### config.mk
export PLATFORM = sky130hd
export DESIGN_NAME = mocs_seq
export DESIGN_NICKNAME = d
export VERILOG_FILES = /design/src/rtl/mocs_pkg.sv /design/src/rtl/mocs_seq.sv
export SDC_FILE = /design/constraint.sdc
export NUM_CORES = 1
export LEC_CHECK = 0
export CAP_MARGIN = 25
export CELL_PAD_IN_SITES_DETAIL_PLACEMENT = 1
export CELL_PAD_IN_SITES_GLOBAL_PLACEMENT = 1
export CORE_MARGIN = 1
export CORE_UTILIZATION = 30
export CTS_CLUSTER_DIAMETER = 200
export CTS_CLUSTER_SIZE = 40
export DETAILED_ROUTE_END_ITERATION = 6
export DONT_BUFFER_PORTS = 1
export PLACE_DENSITY = 0.67
export SETUP_SLACK_MARGIN = 0.2
export SYNTH_ARGS = -nofsm -noshare
export SYNTH_HDL_FRONTEND = slang
export SYNTH_SLANG_ARGS = --single-unit
### constraint.sdc
create_clock -name clk -period 3.4 [get_ports clk]
set_input_delay 0.68 -clock clk [delete_from_list [all_inputs] [get_ports clk]]
set_output_delay 0.68 -clock clk [all_outputs]
set_load 0.05 [all_outputs]
### src/rtl/mocs_pkg.sv
package mocs_pkg;

  localparam int ADDR_BITS = 16;
  localparam int MEM_DEPTH = 1 << ADDR_BITS;
  localparam int WORD_W    = 16;
  localparam int CHAR_W    = 8;

  // instruction word layout
  localparam int IND1_BIT  = 8;
  localparam int IND0_BIT  = 9;
  localparam int WB_BIT    = 10;
  localparam int ARGC_LSB  = 12;
  localparam int KIND_W    = 8;

  localparam logic [KIND_W-1:0] K_COPY = 8'd1;
  localparam logic [KIND_W-1:0] K_ADD  = 8'd3;
  localparam logic [KIND_W-1:0] K_JZ   = 8'd4;
  localparam logic [KIND_W-1:0] K_POKE = 8'd5;
  localparam logic [KIND_W-1:0] K_HALT = 8'd6;

  // item opcodes
  localparam logic [1:0] OP_MEM_WR = 2'd0;
  localparam logic [1:0] OP_MEM_RD = 2'd1;
  localparam logic [1:0] OP_SET_PC = 2'd2;
  localparam logic [1:0] OP_EXEC   = 2'd3;

  typedef enum logic [2:0] {
    AS_NONE, AS_PC, AS_ITEM, AS_WADDR, AS_OP0, AS_OP1, AS_CLR
  } addr_sel_t;

  typedef enum logic [1:0] {
    WD_ZERO, WD_ITEM, WD_RES
  } wd_sel_t;

  typedef enum logic [2:0] {
    D_NONE, D_INS, D_WADDR, D_OP0, D_OP1, D_RD
  } dst_t;

  typedef enum logic [3:0] {
    C_NEVER, C_HALTED, C_NO_WB, C_ARGC_LT1, C_ARGC_LT2, C_ARGC_LT3,
    C_NO_IND0, C_NO_IND1, C_CLR_MORE
  } cond_t;

  // the clearing step sits at the top code so that falling through wraps to idle
  typedef enum logic [4:0] {
    ST_IDLE    = 5'd0,
    ST_MW      = 5'd1,
    ST_MR      = 5'd2,
    ST_MR_WAIT = 5'd3,
    ST_SETPC   = 5'd4,
    ST_FETCH   = 5'd5,
    ST_WADDR   = 5'd6,
    ST_ARG0    = 5'd7,
    ST_ARG1    = 5'd8,
    ST_ARG2    = 5'd9,
    ST_IND0    = 5'd10,
    ST_IND1    = 5'd11,
    ST_OPWAIT  = 5'd12,
    ST_EXEC    = 5'd13,
    ST_WBACK   = 5'd14,
    ST_NOP     = 5'd15,
    ST_CLR     = 5'd31
  } step_t;

  typedef struct packed {
    addr_sel_t addr_sel;
    logic      mem_rd;
    logic      mem_wr;
    wd_sel_t   wd_sel;
    dst_t      dst;
    logic      pc_inc;
    logic      pc_set;
    logic      exec;
    logic      clr_inc;
    cond_t     skip_cond;
    cond_t     br_cond;
    step_t     br_target;
    logic      dispatch;
    logic      done;
  } ucw_t;

  typedef struct packed {
    addr_sel_t addr_sel;
    logic      mem_rd;
    logic      mem_wr;
    wd_sel_t   wd_sel;
    dst_t      dst;
    logic      pc_inc;
    logic      pc_set;
    logic      exec;
    logic      clr_inc;
    logic      adv;
    logic      done;
    logic      ready;
  } ctl_t;

  typedef struct packed {
    logic       halted;
    logic       wb;
    logic       ind0;
    logic       ind1;
    logic [1:0] argc;
    logic       clr_more;
    logic       out_stall;
  } stat_t;

  function automatic ucw_t ucode(input step_t s);
    ucw_t w;
    w = '0;
    case (s)
      ST_IDLE: begin
        w.dispatch = 1'b1;
      end
      ST_CLR: begin
        w.addr_sel  = AS_CLR;
        w.mem_wr    = 1'b1;
        w.wd_sel    = WD_ZERO;
        w.clr_inc   = 1'b1;
        w.br_cond   = C_CLR_MORE;
        w.br_target = ST_CLR;
      end
      ST_MW: begin
        w.addr_sel = AS_ITEM;
        w.mem_wr   = 1'b1;
        w.wd_sel   = WD_ITEM;
        w.done     = 1'b1;
      end
      ST_MR: begin
        w.addr_sel = AS_ITEM;
        w.mem_rd   = 1'b1;
        w.dst      = D_RD;
      end
      ST_MR_WAIT: begin
        w.done = 1'b1;
      end
      ST_SETPC: begin
        w.pc_set = 1'b1;
        w.done   = 1'b1;
      end
      ST_FETCH: begin
        w.addr_sel  = AS_PC;
        w.mem_rd    = 1'b1;
        w.dst       = D_INS;
        w.pc_inc    = 1'b1;
        w.skip_cond = C_HALTED;
        w.br_cond   = C_HALTED;
        w.br_target = ST_NOP;
      end
      ST_WADDR: begin
        w.addr_sel  = AS_PC;
        w.mem_rd    = 1'b1;
        w.dst       = D_WADDR;
        w.pc_inc    = 1'b1;
        w.skip_cond = C_NO_WB;
      end
      ST_ARG0: begin
        w.addr_sel  = AS_PC;
        w.mem_rd    = 1'b1;
        w.dst       = D_OP0;
        w.pc_inc    = 1'b1;
        w.skip_cond = C_ARGC_LT1;
      end
      ST_ARG1: begin
        w.addr_sel  = AS_PC;
        w.mem_rd    = 1'b1;
        w.dst       = D_OP1;
        w.pc_inc    = 1'b1;
        w.skip_cond = C_ARGC_LT2;
      end
      ST_ARG2: begin
        // third operand is never used by any operation: just step over it
        w.pc_inc    = 1'b1;
        w.skip_cond = C_ARGC_LT3;
      end
      ST_IND0: begin
        w.addr_sel  = AS_OP0;
        w.mem_rd    = 1'b1;
        w.dst       = D_OP0;
        w.skip_cond = C_NO_IND0;
      end
      ST_IND1: begin
        w.addr_sel  = AS_OP1;
        w.mem_rd    = 1'b1;
        w.dst       = D_OP1;
        w.skip_cond = C_NO_IND1;
      end
      ST_OPWAIT: begin
        w.dispatch = 1'b0;
      end
      ST_EXEC: begin
        w.exec = 1'b1;
      end
      ST_WBACK: begin
        w.addr_sel  = AS_WADDR;
        w.mem_wr    = 1'b1;
        w.wd_sel    = WD_RES;
        w.skip_cond = C_NO_WB;
        w.done      = 1'b1;
      end
      ST_NOP: begin
        w.done = 1'b1;
      end
      default: begin
        w.dispatch = 1'b1;
      end
    endcase
    return w;
  endfunction

endpackage

### src/rtl/mocs_seq.sv
module mocs_seq (
  input  logic            clk,
  input  logic            rst_n,
  input  logic            in_fire,
  input  logic [1:0]      in_opcode,
  input  mocs_pkg::stat_t stat,
  output mocs_pkg::ctl_t  ctl
);

  mocs_pkg::step_t step_r, step_nxt;
  mocs_pkg::ucw_t  w;
  logic            skip, br, adv, act;

  function automatic logic cond_eval(input mocs_pkg::cond_t c, input mocs_pkg::stat_t s);
    logic r;
    r = 1'b0;
    case (c)
      mocs_pkg::C_NEVER:    r = 1'b0;
      mocs_pkg::C_HALTED:   r = s.halted;
      mocs_pkg::C_NO_WB:    r = !s.wb;
      mocs_pkg::C_ARGC_LT1: r = (s.argc < 2'd1);
      mocs_pkg::C_ARGC_LT2: r = (s.argc < 2'd2);
      mocs_pkg::C_ARGC_LT3: r = (s.argc < 2'd3);
      mocs_pkg::C_NO_IND0:  r = !s.ind0;
      mocs_pkg::C_NO_IND1:  r = !s.ind1;
      mocs_pkg::C_CLR_MORE: r = s.clr_more;
      default:              r = 1'b0;
    endcase
    return r;
  endfunction

  function automatic mocs_pkg::step_t entry(input logic [1:0] op);
    mocs_pkg::step_t e;
    e = mocs_pkg::ST_IDLE;
    case (op)
      mocs_pkg::OP_MEM_WR: e = mocs_pkg::ST_MW;
      mocs_pkg::OP_MEM_RD: e = mocs_pkg::ST_MR;
      mocs_pkg::OP_SET_PC: e = mocs_pkg::ST_SETPC;
      mocs_pkg::OP_EXEC:   e = mocs_pkg::ST_FETCH;
      default:             e = mocs_pkg::ST_IDLE;
    endcase
    return e;
  endfunction

  always_comb begin
    w    = mocs_pkg::ucode(step_r);
    skip = cond_eval(w.skip_cond, stat);
    br   = cond_eval(w.br_cond, stat);
    // hold the final step while the previous result is still waiting
    adv  = !(w.done && stat.out_stall);
    act  = adv && !skip;
  end

  always_comb begin
    ctl.addr_sel = w.addr_sel;
    ctl.mem_rd   = w.mem_rd && act;
    ctl.mem_wr   = w.mem_wr && act;
    ctl.wd_sel   = w.wd_sel;
    ctl.dst      = w.dst;
    ctl.pc_inc   = w.pc_inc && act;
    ctl.pc_set   = w.pc_set && act;
    ctl.exec     = w.exec && act;
    ctl.clr_inc  = w.clr_inc && act;
    ctl.adv      = adv;
    ctl.done     = w.done && adv;
    ctl.ready    = (step_r == mocs_pkg::ST_IDLE);
  end

  always_comb begin
    step_nxt = step_r;
    if (w.dispatch) begin
      if (in_fire) begin
        step_nxt = entry(in_opcode);
      end
    end else if (!adv) begin
      step_nxt = step_r;
    end else if (br) begin
      step_nxt = w.br_target;
    end else if (w.done) begin
      step_nxt = mocs_pkg::ST_IDLE;
    end else begin
      step_nxt = mocs_pkg::step_t'(step_r + 5'd1);
    end
  end

  always_ff @(posedge clk) begin
    if (!rst_n) begin
      step_r <= mocs_pkg::ST_CLR;
    end else begin
      step_r <= step_nxt;
    end
  end

endmodule

* After elaboration in Yosys (flattened, before gate mapping) *
Index checks and enable logic that the tools add are counted.

cells by class
  add/sub/neg operators = 1
  $lt $le $gt $ge = 3
  equality and inequality tests = 36
  muxes and demuxes = 19
  reduce and logical (&&, ||, !) cells = 27

operators with widths
  operator                                                         number
  5-bit by 4-bit == test with 1-bit output, second input constant  8
  4-bit by 3-bit == test with 1-bit output, second input constant  8
  5-bit two-way mux                                                5
  3-bit one-hot mux with 7 select lines                            1
  5-bit by 3-bit == test with 1-bit output, second input constant  4
  5-bit one-hot mux with 4 select lines                            1
  3-bit one-hot mux with 6 select lines                            1
  9-bit one-hot mux with 2 select lines                            1
  4-bit by 2-bit == test with 1-bit output, second input constant  4
  1-bit one-hot mux with 8 select lines                            2
  16-bit OR reduction                                              1
  3-bit one-hot mux with 5 select lines                            1
  5-bit by 2-bit == test with 1-bit output, second input constant  2
  5-bit OR reduction                                               2
  1-bit logical AND                                                9
  3-bit one-hot mux with 3 select lines                            1
  4-bit by 1-bit == test with 1-bit output, second input constant  2
  4-bit == test, second input constant                             2
  2-bit OR reduction                                               4
  7-bit OR reduction                                               1
  1-bit two-way mux                                                6
  5-bit by 1-bit adder with 5-bit output, second input constant    1
  5-bit by 1-bit == test with 1-bit output, second input constant  1
  5-bit == test, second input constant                             1
  other kinds (11)                                                 17

storage, ports and cells
  register bits after elaboration = 5
  bits of input ports = 13
  output and inout bits = 17

* Depth between registers and ports, before layout *
Gate-level depths: netlist of run 1.

  depth after elaboration = 8
  depth in mapped cells = 10
  depth with buffers taken out = 8

* Least setup slack after synthesis of run 1 *
OpenSTA, ideal clock, no wires.

  path kind = flip-flop to output port
  start point = register step_r[0]
  end point = output ctl[6] (netlist bit)
  arrival = 2.927 ns
  data required time = 2.720 ns
  slack = -0.207 ns
  cell stages (with the launch flop) = 9
  cells stage by stage = dfxtp_1 -> inv_1 -> ha_1 -> clkbuf_1 -> or4_1 -> and2_1 -> a221oi_1 -> a31oi_1 -> nor3_1

RTL lines
  what                      RTL line        source
  start: declaration        mocs_seq.sv:10  mocs_pkg::step_t step_r, step_nxt;
  start signal: assignment  mocs_seq.sv:88  step_r <= mocs_pkg::ST_CLR;
  start signal: assignment  mocs_seq.sv:90  step_r <= step_nxt;
  end: declaration          mocs_seq.sv:7   output mocs_pkg::ctl_t ctl

==> results summary, run 1 <==
STA classifies the critical path endpoint as an output pin. At the end of routability-driven placement, the weighted congestion stood at 0.8181. The slack of the worst reg-to-reg path is 620 ps. The tree built by TritonCTS fans out to 5 sinks.

The power per standard cell area is 1181 nW/um^2. The final setup skew came out at 4.662 ps. The H-tree depth came out at 1. The share of the Yosys chip area taken by registers is 0.1085. The antenna diode count is 0.

The worst register-to-register path begins at step_r[0]. The finished cells cover 1305 um^2. In this run the top signal layer used is met4. The initial cell density of the core is 0.3260. The total routed wirelength is 3.051 mm. The setup path with the least slack is of type reg2out.

The maximum buffer depth of the clock tree came out at 2. The setup slack after layout came out at 298.0 ps. The remaining global-route overflow came out at 0. Summing every instance area after synthesis gives 922.1 um^2. The remaining design rule violation count is 3.

The number of nets handed over by synthesis was 155. The path with the worst hold slack has its endpoint at step_r[4]. The number of antenna violations at the first check in global routing is 0. The core region is 2829 um^2. The later pin in the worst-skew pair is clocked with a latency of 240 ps. During I/O placement, the number of pins put on the boundary was 30. The register name with the most flops is step_r.

The final max-slew violation count came out at 0. The wire length of the first global-routing pass is 4.947 mm. Yosys mapped a number of flops with a built-in enable equal to 0. The largest registers in the layout are step_r x5. Clock tree synthesis selected as its root buffer the cell clkbuf_4.

The setup slack at placement came out at 98.88 ps. The transition time at the pin with the least slew margin came out at 626.0 ps. In this run the static leakage power is 0.5374 nW. The nature of the critical path startpoint is a flop. The die span in y is 57.44 um. After synthesis, the share of flip-flops with an asynchronous set or reset is 0. The library cell used most frequently in the layout, excluding fill and tap cells, is buf_4. The instance area at placement is 1176 um^2.

The clock-pin slew of the registers on the worst-case setup and hold paths is 40 ps. The library cells used most frequently in the layout, excluding fill and tap cells, are buf_4, o21ai_0, nand2_1, nor2_1, inv_1. The routed design uses 132 um of met3 wire. Setup violations remaining at the end of the flow were counted as 0. The max-cap check violation count is 0.

The number of hold violations in the final report came out at 0. The wire-length estimate of the detail-placed layout is 2.339 mm. The detail route stage leaves a number of antenna-violating nets equal to 0.

In the final layout, the share of cells above drive strength 1 is 0.3533. Buffers placed on the I/O ports in this run total 0. The area overhead of the layout relative to synthesis came out at 41.52%. TritonCTS built the clock tree. For this run, the leading register cell type out of synthesis is dfxtp_1. The total die area is 3299 um^2. The checks that failed: DRC.

Measured along the x axis, the die boundary spans 57.44 um. Of the available clock period, the critical path in the final layout requires 0.9124. In this run the worst hold path is classified as in2reg. Based on the critical path, the design can be clocked at up to 0.3224 GHz.

The number of placement rows came out at 19. Setup repair after global routing left no endpoint under its margin. The number of synthesized register bits came out at 5. The aggregate global-route resource usage is 0.1918. Entering global routing, the biggest net connects 13 pins. After detailed routing, the wire length on met1 is 1.305 mm.

In this run the most critical hold path is launched from rst_n. The average size of a mapped cell is 6.933 um^2. For the worst setup path, the data arrival time is 2420 ps. The total vias in the final route came out at 1,063. The run finished, with violations left. The filler cells instantiated in the layout total 341. Summed over all failing endpoints, the final setup total negative slack is 0 ps. Summed over all nets, wire length on met2 after detailed routing comes to 1.569 mm. The total CTS buffers came out at 3.

The largest voltage drop on the vdd net is 0.0005153 V. The number of standard cells after synthesis is 133. The routed length per instance is 16.86 um. The count of cells along the worst hold path is 1. The detailed router's first-iteration violation count is 53. The first-pass detailed-route iteration total came out at 6. The largest fanout on the critical path is 7. The via count of the first global-routing pass was 1,079. The relative max-transition margin is 0.5818. In the routed layout, each cell is associated on average with a via count of 5.873. The final net count came out at 173. The number of cells on the worst reg-to-reg path is 8. The data required time of the critical path is 2720 ps.

The count of warnings emitted by yosys came out at 0. The register with the most flip-flops in the layout has 5 of them. The number of distinct library cells after synthesis came out at 46. The end of the worst register-to-register path is step_r[1]. The clock period could shrink to 3102 ps.
-- metrics by stage --
| stage | instances | utilization | total power, mW | hold slack (ps) |
|---|---|---|---|---|
| after floorplan | 133 | - | 0.9882 | 512.2 |
| after global placement | 177 | 0.4157 | 1.306 | 547.6 |
| after detailed placement | 177 | 0.4157 | 1.349 | 571.9 |
| after CTS | 181 | 0.4414 | 1.476 | 503.9 |
| after global routing | 181 | 0.4613 | 1.659 | 510.0 |
| final | 181 | 0.4613 | 1.542 | 506.7 |
-- power by group --
group	internal, mW	total (mW)	switching (mW)
clock	0.0443	0.0678	0.0235
combinational	0.531	1.32	0.790
sequential	0.0938	0.153	0.0593
total	0.669	1.54	0.873
-- final cells by class --
class,instances,area [um^2],area share
Clock buffer,4,26.28,0.02013
Sequential cell,5,107.6,0.08245
Timing Repair Buffer,24,246.5,0.1889
Multi-Input combinational cell,109,853.3,0.6539
Inverter,8,32.53,0.02493
Tap cell,31,38.79,0.02972
-- critical path, stage by stage (launching register included) --
cell      delay, ps
dfxtp_4         370
inv_1            90
ha_4            190
or4_4           570
and2_4          200
a221oi_4        300
a31oi_4         110
nor2_2          210
buf_12          150
-- worst max-delay path by stage --
stage,from,to,cells past startpoint
after detailed placement,step_r[0],ctl[3],8
final,step_r[0],ctl[12],8
after global routing,step_r[0],ctl[6],8
after floorplan,step_r[0],ctl[6],8
after global placement,step_r[0],ctl[4],8
after CTS,step_r[0],ctl[6],8
-- cells in the mapped netlist, types with 3 or more instances --
library cell	number	area, um^2
nor2_1	13	48.80
o21ai_0	10	50.05
ha_1	9	112.6
inv_1	8	30.03
nand2_1	8	30.03
clkbuf_1	6	22.52
dfxtp_1	5	100.1
nor2b_1	5	31.28
o211ai_1	5	37.54
and2_1	4	25.02
nand3_1	4	20.02
nand4_1	4	25.02
and3_1	3	18.77
buf_2	3	15.01
nor3_1	3	15.01
nor4b_1	3	26.28
-- routing by layer --
layer	vias to the layer above	global-route usage
met3	6	0.05669
met1	514	0.2428
li1	522	-
met5	-	0
met2	21	0.3272
met4	0	0.02787
-- kinds of logic (layout without fill, tap and decap cells) --
group | after synthesis | after routing | synth area share
AND/OR/NAND/NOR | 58 | 58 | 0.3433
AO/OA/AOI/OAI | 37 | 37 | 0.2809
buffers and inverters | 19 | 36 | 0.09362
adder cells (fa/ha/maj) | 9 | 9 | 0.1221
flip-flops | 5 | 5 | 0.1086
XOR/XNOR | 3 | 3 | 0.02850
multiplexers | 2 | 2 | 0.02307
-- what timing repair did --
item / CTS / global route
gates resized for setup: 14 / 12
buffers inserted: 0 / 0
hold buffers: 0 / 0
pin swaps: 2 / 3
endpoints found under the setup margin: 6 / 6
Power figures use the tool's default switching activity.
==> run 2: changes to the inputs <==
CORE_UTILIZATION = 43   (was 30)
PLACE_DENSITY = 0.87   (was 0.67)
SLEW_MARGIN = 20   (was not set)
==> run 2 against run 1 <==
The run now ends clean. Non-clock buffer count up 1. Core utilization up 22 points. Via count up 11%. Global-route usage up 9.8 points. Sequential power up 18%. Flip-flop and latch count unchanged. Sequential share of layout area down 0.17 points.
==> results summary, run 2 (synthesis results as in run 1) <==
The fraction of the cycle the final worst path needs is 0.9468. The final setup skew came out at 2.735 ps. The first-pass detailed-route iteration total is 4. The number of flip-flops under the largest register name is 5. The die span in y is 48.31 um. After the first detailed-routing iteration, the DRC count stood at 28.

The clock network fraction of total power is 0.040. The largest fanout on the critical path is 12. The aggregate global-route resource usage came out at 0.2897. The number of placement rows came out at 16. Cell internal power was estimated by the tool at 0.7010 mW. The sequential cell area is 108.9 um^2. After detailed routing, the average wire length per cell comes to 22.31 um. The post-route antenna net violation count came out at 0. The instance area at placement came out at 1156 um^2. Power comes to 1.669 mW. The power dissipated by switching net loads is 0.9679 mW.

The most common cell after layout, fill and taps aside is buf_4. The total area of multi-input combinational cells came out at 877.1 um^2. Setup repair after global routing could not meet its margin everywhere. The maximum number of pins on one net before global-route repair came out at 16.

The final design instance area without fill is 1348 um^2. Setup slack on the worst reg-to-reg path comes out at 510 ps. STA classifies the critical path endpoint as an output pin. The nature of the critical path startpoint is a flop. The share of layout cells above drive strength 1 is 0.3907.

The switching share of power is 0.5800. The number of antenna violations at the first check in global routing is 1. The worst register-to-register path begins at step_r[0]. The half-perimeter wire length after placement came out at 2.560 mm.

The remaining global-route overflow came out at 0. CTS built an H-tree with a depth of 1. The number of cells on the worst reg-to-reg path is 9.

TritonCTS built the clock tree. The area of the core region is 1982 um^2. Of the total power, combinational logic draws 0.851. The part of the total power dissipated in sequential elements came out at 0.108.

The final layout contains routed wiring with a total length of 3.993 mm. The final max-slew violation count is 0. In the layout the commonest cells are buf_4, o21ai_0, nand2_1, nor2_1.

The register with the most flip-flops in the final layout is step_r. The path with the worst hold slack has its endpoint at step_r[1]. The relative max-transition margin came out at 0.6096.

The maximum buffer depth of the clock tree came out at 2. The filler cells instantiated in the layout total 234. The clock latency at the later pin of the worst-skew pair came out at 240 ps. The endpoint arrival time on the critical path came out at 2540 ps. The number of hold violations in the final report came out at 0. The initial cell density of the core is 0.4653. The hold path startpoint is step_r[1].

The max-cap check violation count is 0. The die covers 2334 um^2. The setup TNS after final layout came out at 0 ps. The routability congestion estimate came out at 0.8814. The die is 48.31 um wide. The clock-pin slew of the registers on the worst-case setup and hold paths is 40 ps. The number of sinks driven by the clock tree is 5. The power per standard cell area is 1239 nW/um^2. The via count of the first global-routing pass was 1,184. The run finished with clean final reports.

The leakage component of the power is 0.5537 nW. In this run, CTS created clock tree buffers numbering 3. The area overhead of the layout relative to synthesis came out at 46.13%. The first global-routing pass estimated 5.382 mm of wire.

The routed design could run at a clock period as short as 3219 ps. The root buffer cell chosen for the clock tree is clkbuf_4. The number of ports placed on the die boundary is 30.

The average vias per placed instance is 6.598. The count of cells along the worst hold path is 1. The total vias in the final route is 1,181. Setup violations remaining at the end of the flow were counted as 0. After detailed routing, the number of remaining DRC violations is 0. The type of the worst setup path is reg2out. Buffers placed on the I/O ports in this run total 0. The largest voltage drop on the vdd net is 0.0007116 V.

The data required time of the critical path is 2720 ps. The transition time at the pin with the least slew margin is 576.5 ps. The final net count is 174. In this run, post-CTS hold repair placed 0 buffers.

The path type of the worst min-delay path is reg2reg. The highest attainable clock frequency came out at 0.3106 GHz. The largest registers in the layout are step_r x5. The end of the worst register-to-register path is step_r[2].
-- run 2: changes by cell type in the layout (fill, tap and decap cells not counted), moves of 2 or more --
cell	delta
inv_2	+2
nor2_4	+4
inv_1	-2
nor2_2	-4
-- run 2: through the flow --
| step | util | hold slack (ps) | instances | setup slack (ps) |
|---|---|---|---|---|
| finish | 0.6799 | 507.1 | 179 | 180.9 |
| global placement | 0.5833 | 550.8 | 171 | 258.0 |
| floorplan | - | 512.2 | 133 | 156.5 |
| detailed placement | 0.5833 | 568.4 | 171 | 115.4 |
| CTS | 0.6105 | 509.9 | 176 | 208.4 |
| global route | 0.6799 | 514.9 | 179 | 125.0 |
-- run 2: power by group through the flow --
stage | Clock [mW] | Sequential [mW] | Combinational, mW
floorplan | 0 | 0.112 | 0.876
global placement | 0 | 0.157 | 1.12
detailed placement | 0 | 0.162 | 1.17
CTS | 0.0672 | 0.166 | 1.21
global route | 0.0719 | 0.184 | 1.51
finish | 0.0676 | 0.181 | 1.42
-- run 2: area by class of cell --
type,instances,area share
multi-input combinational,109,0.6509
sequential,5,0.08078
tap,27,0.02507
clock buffer,4,0.01950
inverter,8,0.02414
antenna,1,0.001857
timing repair buffer,25,0.1978
-- run 2: worst max-delay path by stage --
stage / startpoint / end / slack (ps) / cells after the start
after floorplan: step_r[0] / ctl[6] / 160 / 8
after global placement: step_r[0] / ctl[5] / 260 / 8
after detailed placement: step_r[0] / ctl[3] / 120 / 8
after CTS: step_r[0] / ctl[5] / 210 / 8
after global routing: step_r[0] / ctl[6] / 130 / 8
final: step_r[3] / ctl[6] / 180 / 7
-- run 2: worst max-delay path: stages (launching register included) --
cell and delay, ps:
dfxtp_1 570, buf_4 280, xnor2_2 150, o311ai_1 590
a31oi_4 180, buf_12 190, nor3_4 160, buf_6 180
-- run 2: timing repair --
item                       in CTS  in global routing
pin swaps                       3                  4
buffers inserted                1                  2
resized for setup               9                 26
setup endpoints to repair       7                  6
-- run 2: routing by layer --
layer	vias up	wire length, um	part of all wire	GRT usage
met1	572	1514	0.38	0.3276
met3	16	217	0.054	0.01887
met4	0	163	0.041	0.1078
li1	531	-	-	-
met5	-	0	0	0
met2	62	2097	0.53	0.5610
